File: src/sv/mds_pkg.sv
package mds_pkg;

  localparam int unsigned PortWidth = 64;
  localparam int unsigned ShiftBits = 6;

  typedef enum logic [2:0] {
    CMD_UDIV = 3'd0,
    CMD_SDIV = 3'd1,
    CMD_UREM = 3'd2,
    CMD_MUL  = 3'd3,
    CMD_SRL  = 3'd4,
    CMD_SLL  = 3'd5
  } cmd_e;

  typedef enum logic [1:0] {
    MODE_PASS = 2'd0,
    MODE_DIV  = 2'd1,
    MODE_MUL  = 2'd2
  } mode_e;

  typedef struct packed {
    mode_e mode;
    logic  take_rem;
    logic  negate;
    logic  div_zero;
  } ctrl_t;

endpackage

File: src/sv/mds_post.sv
module mds_post #(
  parameter int unsigned DATA_WIDTH = 64
) (
  input  logic                  clk_i,
  input  logic                  rst_ni,
  input  logic                  adv_i,
  input  logic                  valid_i,
  input  mds_pkg::ctrl_t        ctrl_i,
  input  logic [DATA_WIDTH-1:0] y_i,
  input  logic [DATA_WIDTH-1:0] r_i,
  output logic                  valid_o,
  output logic [63:0]           result_o,
  output logic                  div_zero_o
);
  import mds_pkg::*;

  localparam logic [DATA_WIDTH-1:0] One = DATA_WIDTH'(1);

  logic                  use_r;
  logic [DATA_WIDTH-1:0] sel;

  logic                  valid_q, div_zero_d, div_zero_q;
  logic [DATA_WIDTH-1:0] res_d, res_q;

  // Products and remainders end in r, quotients and bypassed values in y.
  assign use_r      = (ctrl_i.mode == MODE_MUL) ||
                      ((ctrl_i.mode == MODE_DIV) && ctrl_i.take_rem);
  assign sel        = use_r ? r_i : y_i;
  assign res_d      = ctrl_i.negate ? (~sel + One) : sel;
  assign div_zero_d = ctrl_i.div_zero;

  always_ff @(posedge clk_i or negedge rst_ni) begin
    if (!rst_ni) begin
      valid_q <= 1'b0;
    end else if (adv_i) begin
      valid_q <= valid_i;
    end
  end

  always_ff @(posedge clk_i) begin
    if (adv_i) begin
      res_q      <= res_d;
      div_zero_q <= div_zero_d;
    end
  end

  assign valid_o    = valid_q;
  assign result_o   = PortWidth'(res_q);
  assign div_zero_o = div_zero_q;

endmodule

File: config.mk
export PLATFORM = sky130hd
export DESIGN_NAME = mds_post
export DESIGN_NICKNAME = d
export VERILOG_FILES = /design/src/sv/mds_pkg.sv /design/src/sv/mds_post.sv
export SDC_FILE = /design/constraint.sdc
export NUM_CORES = 1
export LEC_CHECK = 0
export BUFFER_PORTS_ARGS = -buffer_cell sky130_fd_sc_hd__buf_4
export CAP_MARGIN = 10
export CORE_MARGIN = 2
export CORE_UTILIZATION = 49
export DETAILED_ROUTE_END_ITERATION = 7
export PLACE_DENSITY = 0.88
export SLEW_MARGIN = 15
export SYNTH_ARGS = -nofsm -noshare
export SYNTH_HDL_FRONTEND = slang
export SYNTH_SLANG_ARGS = --single-unit
File: constraint.sdc
create_clock -name clk_i -period 1 [get_ports clk_i]
set_input_delay 0.1 -clock clk_i [delete_from_list [all_inputs] [get_ports clk_i]]
set_output_delay 0.1 -clock clk_i [all_outputs]
set_load 0.005 [all_outputs]
==> out/metrics.cfg, run 1 <==
[outcome]
status=stopped before the end
stop_stage=global routing
tool.error=[ERROR GRT-0232] Routing congestion too high. Check the congestion heatmap in the GUI.

[synthesis]
ys_types=52
syn-instance-count=440
synth_top_area_frac=0.3838
synth_nets=578
async_flop_share=0.01515
ys.flop_type=edfxtp_1
yosys_register_bits=66
synth_warnings=0
seq_area_frac_synth=0.3887
yosys-top-cells-area=edfxtp_1 (38%), xor2_1 (8.1%), mux2i_1 (7.3%)
synth_area_mm2=0.005086
syn_avg_cell_area_um2=11.56
synth_edf_count=65
yosys.area.top_type=edfxtp_1

[sta]
worstEndpointGrtRepair=result_o[62]$_DFFE_PP_/D
worst-ep-kind=register input

[floorplan]
num_rows=37
start_util=0.4994
io_pins=203
die_h_um=105.9
die_w_um=105.9

[place]
gp_congestion=0.9521
dp.cells=903
hpwl_um=13370
io_buffers=202

[clocking]
htreeDepth=3
clock-sinks=66
cts.root.buffer_cell=clkbuf_8
cts_made_buffers=9
cts_buffer_depth=2

[global_route]
grt.overflow.total=6
grt_max_degree=29
grtUsageTotal=0.6165

==> timing repair <==
item / 4_1_cts
setup buffers: 23
gates resized for setup: 125
endpoints found under the setup margin: 75
hold buffers: 3
hold endpoints to repair: 3
cloned: 4
pin swaps: 41
==> kinds of logic after synthesis <==
family | count (synthesis) | synth area share
AOI/OAI and AO/OA | 72 | 0.1097
xor gates and xnor gates | 62 | 0.1068
adders and majority gates | 1 | 0.002460
buffers and inverters | 29 | 0.03887
DFF | 66 | 0.3887
muxes | 63 | 0.1633
and+or+nand+nor | 147 | 0.1902
==> per-stage QoR <==
stage | instance area, µm² | setup WS (ns) | TNS (ns) | utilization | hold WS, ns
after detailed placement | 7895 | -1.761 | -92.31 | 0.7752 | -0.1232
after CTS | 8924 | -1.170 | -60.20 | 0.8762 | 0.05774
after floorplan | 5195 | -1.642 | -81.52 | - | -0.1956
after global placement | 7895 | -1.631 | -86.30 | 0.7752 | -0.1244
==> metal layers <==
metal | GRT usage | GRT overflow
met5 | 0.08571 | 0
met1 | 0.5945 | 0
met4 | 0.6231 | 3
met2 | 0.8733 | 3
met3 | 0.3704 | 0
==> cells in the mapped netlist (5+ instances only) <==
| library cell | count |
|---|---|
| mux2i_4 | 12 |
| o31ai_1 | 14 |
| buf_6 | 5 |
| mux2i_1 | 37 |
| inv_1 | 7 |
| xor2_1 | 47 |
| o21ai_0 | 28 |
| edfxtp_1 | 65 |
| nand2_1 | 41 |
| a21oi_1 | 6 |
| clkbuf_1 | 9 |
| mux2i_2 | 13 |
| nand4_1 | 7 |
| xnor2_1 | 15 |
| nand4_4 | 6 |
| nand3_1 | 13 |
| or4_1 | 5 |
| nor3_1 | 19 |
| nor4_1 | 9 |
| o41ai_2 | 10 |
| nor2_1 | 18 |
==> run 2: changes to the inputs <==
Settings changed: CORE_UTILIZATION 49 to 34, PLACE_DENSITY 0.88 to default, PLACE_DENSITY_LB_ADDON from default to 0.15.
==> run 2 against run 1 <==
  * The flow now finishes, with violations (negative setup slack)
  * Synthesized cell count did not move
  * Area after synthesis did not move
==> out/metrics.cfg, run 2 <==
[outcome]
status=finished, violations left
violations=negative setup slack

[synthesis]
synth_top_area_frac=0.3838  ; unchanged
synth_nets=578  ; unchanged
yosys-top-cells-area=edfxtp_1 (38%), xor2_1 (8.1%), mux2i_1 (7.3%)
synth_common_cells=edfxtp_1 (65), xor2_1 (47), nand2_1 (41)
synth_warnings=0  ; unchanged
yosys_register_bits=66  ; unchanged
synth_edf_count=65  ; unchanged
synth_area_mm2=0.005086  ; unchanged
ys_types=52  ; unchanged
syn-instance-count=440  ; unchanged
seq_area_frac_synth=0.3887  ; unchanged
async_flop_share=0.01515  ; unchanged
yosys.area.top_type=edfxtp_1
syn_avg_cell_area_um2=11.56  ; unchanged
yosysMostFrequentCell=edfxtp_1
ys.flop_type=edfxtp_1

[sta]
fin_crit_sh=2.235
maxSlewViolCount=0
hold_viol_final=0
final.setup.worst_slack_ns=-1.235
fin_worst_skew_ns=0
hold_slack_ns=0.07854
max_freq_mhz=447.4
grt_setup_unrepaired=yes
worst_pin_slew_ns=0.4253
slew_headroom=0.7134
setup_viol=65
min_period_ns=2.235

[clocking]
cts.root.buffer_cell=clkbuf_16
cts_tree=built
path_clk_slew_ns=0.05
htreeDepth=3  ; unchanged
clkLatencyLatePin_ns=0.33
clock-sinks=66  ; unchanged
cts_made_buffers=9  ; unchanged
cts_buffer_depth=2  ; unchanged

[global_route]
grtUsageTotal=0.2144
grt_max_degree=21
grt.overflow.total=0
top_usage_layer=met2
met3_usage=0.04049
grt_first_pass_wirelength_um=26790
grt.met2_usage=0.3779
grt_use_met1=0.2675
antenna_found_initial=0
grt_pass1_vias=5211

[cells_and_area]
largest_reg_flops=64
final_cell_mix=buf_4 (342), edfxtp_1 (65), xor2_1 (46)
antenna_cells=0
area_growth_pct=81.92
drive_above_1_share=0.6329
final_area_mm2=0.009253
final_common_cell=buf_4
finalNetCount=961
post-route-util=0.6342

[worst_hold_path]
hp-class=in2async

[floorplan]
num_rows=44  ; +19%
start_util=0.3486  ; -0.1508
coreArea_mm2=0.01459
die_w_um=126.3  ; +19%
io_pins=203  ; unchanged
dieArea_mm2=0.01595
die_h_um=126.3  ; +19%

[routing]
wl_um=17340
wl_per_cell_um=17.13
drtAntennaViolNets=0
drtIter0Drc=204
first_pass_iters=4
via_per_inst=4.954
drcViolationCount=0
vias=5013

[critical_path]
path_max_fanout=8
path_buf_inv=5
critPathSlowestCell=o31ai_2
end_kind=flip-flop
crit_family=simple AND/OR/NAND/NOR gates
cpMostUsedCell=buf_6
cp_data_required_time_ns=1.08
path_cells=buf_8, nand3b_4, and2_4, buf_12, mux2i_4, nand4_4, buf_6, buf_6, buf_6, nor2b_4, nand4_1, o31ai_2, xor2_1
critical_path_class=in2reg
max_stage_delay_ns=0.27
startpoint_type=input port
worst-endpoint-arrival_ns=2.31

[place]
pre_cts_ws_ns=-1.699  ; +0.06185 ns
io_buffers=202  ; unchanged
gp_congestion=0.8932  ; -6.2%
placed_area_mm2=0.008043  ; +1.9%
hpwl_um=13310  ; -0.48%

[power]
finalPower_mw=10.07
p_leak_nw=4.047
power_density_mw_per_mm2=1089
peakVddDrop_v=0.0007952

[job]
maxCapViolations=0

run 2: cell counts after synthesis:
No cell type changed its count.
run 2: timing repair:
action / in CTS / in global routing
endpoints found under the hold margin: 3 / 0
hold buffers: 3 / 0
setup buffers: 15 / 12
gates resized for setup: 90 / 49
cloned: 2 / 0
pin swaps: 35 / 31
setup endpoints to repair: 70 / 76
run 2: kinds of logic (layout without fill, tap and decap cells):
logic type,after synthesis,after routing,share of synthesized area
multiplexers,63,63,0.1633
AND/OR/NAND/NOR,147,148,0.1902
flip-flops,66,66,0.3887
buffers and inverters,29,416,0.03887
XOR/XNOR,62,62,0.1068
AO/OA/AOI/OAI,72,72,0.1097
adder cells (fa/ha/maj),1,1,0.002460
run 2: cell type report:
class                   count  area (µm²)
flip-flops and latches     66        1977
clock buffers              13       250.2
fillers                  1180        5336
multi-input cells         346        3493
clock inverters             3       17.52
well taps                 184       230.2
inverters                   7       26.28
repair buffers            393        3258
run 2: power by group:
| group | internal, mW | switching, mW |
|---|---|---|
| Sequential | 3.49 | 0.127 |
| Clock | 1.74 | 1.19 |
| Combinational | 2.02 | 1.51 |
run 2: final timing paths:
kind                       startpoint            to  slack, ns  cells after the start
setup / recovery            ctrl_i[4]  result_o[18]      -1.24                     13
min in group clk_i             y_i[0]   result_o[0]       0.09                      3
hold / removal                 rst_ni       valid_o       0.08                      2
hold reg to reg               valid_o       valid_o       0.51                      1
max in group asynchronous      rst_ni       valid_o       0.84                      2
setup reg to reg              valid_o       valid_o       0.26                      1
run 2: routing by layer:
metal	vias to the layer above	wire length (µm)
met2	155	8896
met4	0	259
met5	-	0
met3	21	823
li1	2446	-
met1	2391	7360
run 2: through the flow:
stage | std cells | setup TNS (ns)
floorplan | 440 | -81.52
global route | 1012 | -69.56
CTS | 1001 | -62.34
detailed placement | 966 | -92.37
global placement | 966 | -90.57
finish | 1012 | -63.50
(Power assumes the default switching activity.)
==> run 3: changes to the inputs <==
Settings changed: CORE_UTILIZATION 34 to 43, CTS_CLUSTER_DIAMETER from default to 120, HOLD_SLACK_MARGIN from default to 0.15.
==> run 3 against run 2 <==
  * The run still ends with negative setup slack left
  * Register-to-register slack barely moved
  * First-iteration DRC count rose by 91%
  * Final cell count decreased by 2.6%
  * Routed wire length increased by 22%
  * Total power grew 11%
  * Global-route usage grew 7.8 points
  * Via count grew 11%
  * Core utilization grew 20 points
  * Sequential power about the same
  * Sequential share of layout area shrank 0.66 points
  * Combinational power increased by 8.2%
  * Non-clock buffer count up 13
  * Critical endpoint is now result_o[51]
  * Largest cell class unchanged
==> out/metrics.cfg, run 3 (same netlist as run 2, synthesis figures left out) <==
[outcome]
status=finished, violations left
violations=negative setup slack

[place]
hpwl_um=12870  ; -3.3%
dp.cells=920  ; -4.8%
placed_area_mm2=0.007979  ; -0.79%
gp_congestion=0.8752  ; -2.0%
pre_cts_ws_ns=-1.753  ; -0.05390 ns
io_buffers=202  ; unchanged

[worst_hold_path]
hp-class=in2reg

[critical_path]
r2r-start=valid_o
critPathSlowestCell=o41ai_2
path_cells=buf_8, nand3b_4, and2_4, buf_8, buf_6, mux2i_1, nand3_1, nor4_4, nand4_1, o41ai_2, xor2_1
rr_endpoint=valid_o
crit_family=simple AND/OR/NAND/NOR gates
cpMostUsedCell=buf_8
cp.depth=11  ; -2
cp_data_required_time_ns=1.08  ; about the same
worst-endpoint-arrival_ns=2.50  ; +0.19 ns
r2r_cells=1  ; unchanged
end_kind=flip-flop
max_stage_delay_ns=0.41  ; +0.14 ns
path_max_fanout=6  ; -2
startpoint_type=input port
critical_path_class=in2reg
crit_end=result_o[51]
reg2reg_slack_ns=0.26  ; about the same
crit_start=ctrl_i[4]
path_buf_inv=3  ; -2

[cells_and_area]
largest_reg_flops=64  ; unchanged
finalNetCount=976  ; +1.6%
area_growth_pct=87.70
antenna_cells=0  ; unchanged
stdcell_count=986  ; -2.6%
final_area_mm2=0.009547  ; +3.2%
seqCellArea_mm2=0.001977  ; unchanged
multiInputGateArea_mm2=0.003618  ; +3.6%
final_common_cell=buf_4
drive_above_1_share=0.6477  ; +0.01484
fillCellCount=616  ; -48%
final_cell_mix=buf_4 (344), edfxtp_1 (65), xor2_1 (47)

[global_route]
antenna_found_initial=0  ; unchanged
grt_pass1_vias=5604  ; +7.5%
grt_max_degree=33  ; +57%
grt_first_pass_wirelength_um=29100  ; +8.7%
grtUsageTotal=0.2924  ; +0.07800
grt.overflow.total=0  ; unchanged

[sta]
max_freq_mhz=412.2  ; -7.9%
slew_headroom=0.6593  ; -0.05412
final.setup.worst_slack_ns=-1.426  ; -0.1911 ns
min_period_ns=2.426  ; +0.1911 ns
fin_worst_skew_ns=0  ; unchanged
setup_viol=69  ; +6.2%
grt_setup_unrepaired=yes
worst_pin_slew_ns=0.5057  ; +0.08034 ns
maxSlewViolCount=0  ; unchanged
fin_tns_setup_ns=-68.97  ; -5.476 ns
hold_viol_final=0  ; unchanged
hold_slack_ns=0.1422  ; +0.06364 ns
fin_crit_sh=2.426  ; +0.1911

[job]
maxCapViolations=0  ; unchanged

[routing]
drtAntennaViolNets=0  ; unchanged
drcViolationCount=0  ; unchanged
wl_per_cell_um=21.37  ; +25%
first_pass_iters=5  ; +1
vias=5543  ; +11%
via_per_inst=5.622  ; +13%
drtIter0Drc=390  ; +91%
wl_um=21070  ; +22%

[power]
peakVddDrop_v=0.0008225  ; +3.4%
power_density_mw_per_mm2=1174  ; +7.9%
p_leak_nw=4.228  ; +4.5%

[clocking]
cts.root.buffer_cell=clkbuf_16
cts_tree=built
clkLatencyLatePin_ns=0.33  ; about the same
cts_made_buffers=9  ; unchanged
cts_buffer_depth=2  ; unchanged
path_clk_slew_ns=0.06  ; about the same
clock-sinks=66  ; unchanged
htreeDepth=3  ; unchanged

[floorplan]
num_rows=39  ; -11%
io_pins=203  ; unchanged
dieArea_mm2=0.01271  ; -20%
die_h_um=112.8  ; -11%
die_w_um=112.8  ; -11%
start_util=0.4435  ; +0.09491
coreArea_mm2=0.01147  ; -21%

-- run 3: cell types whose count changed in the layout (fill, tap and decap cells not counted), sizes merged --
| cell | previous run | this run |
|---|---|---|
| bufinv | 0 | 3 |
| dlygate4sd3 | 3 | 7 |
| clkinv | 2 | 4 |
| clkbuf | 13 | 9 |
| clkinvlp | 1 | 0 |
| nand4 | 16 | 17 |
| or2 | 2 | 3 |
| buf | 390 | 399 |
-- run 3: report_power, final --
group	leakage (nW)	switching (mW)	internal, mW
logic	3.41	1.70	2.12
registers	0.648	0.137	3.48
clock network	0.169	1.33	2.44
total	4.23	3.17	8.04
-- run 3: metrics by stage --
| step | power [mW] | util |
|---|---|---|
| final | 11.21 | 0.8325 |
| after floorplan | 4.895 | - |
| after global routing | 11.50 | 0.8325 |
| after CTS | 10.85 | 0.7996 |
| after global placement | 6.717 | 0.6958 |
| after detailed placement | 6.762 | 0.6958 |
-- run 3: worst min-delay path by stage --
stage	start	end	cells past startpoint
after floorplan	rst_ni	valid_o	0
after global placement	rst_ni	valid_o	1
final	adv_i	valid_o	2
after CTS	r_i[31]	result_o[31]	3
after global routing	adv_i	valid_o	2
after detailed placement	rst_ni	valid_o	1
-- run 3: area by class of cell --
| class | count | share of cell area |
|---|---|---|
| Sequential cell | 66 | 0.2071 |
| Inverter | 7 | 0.002752 |
| Timing Repair Buffer | 406 | 0.3565 |
| Clock inverter | 7 | 0.01232 |
| Multi-Input combinational cell | 348 | 0.3790 |
| Tap cell | 143 | 0.01874 |
| Clock buffer | 9 | 0.02359 |
-- run 3: timing repair --
action	in CTS	in global routing
gates resized for setup	133	45
setup endpoints to repair	68	74
pin swaps	49	40
hold endpoints to repair	6	0
setup buffers	22	23
cloned	2	1
hold buffers	8	0
-- run 3: layer usage --
| metal | wire (µm) | track usage |
|---|---|---|
| met1 | 8039 | 0.3770 |
| met2 | 10860 | 0.5046 |
| met4 | 711 | 0.09675 |
| met5 | 0 | 0 |
| met3 | 1465 | 0.04553 |
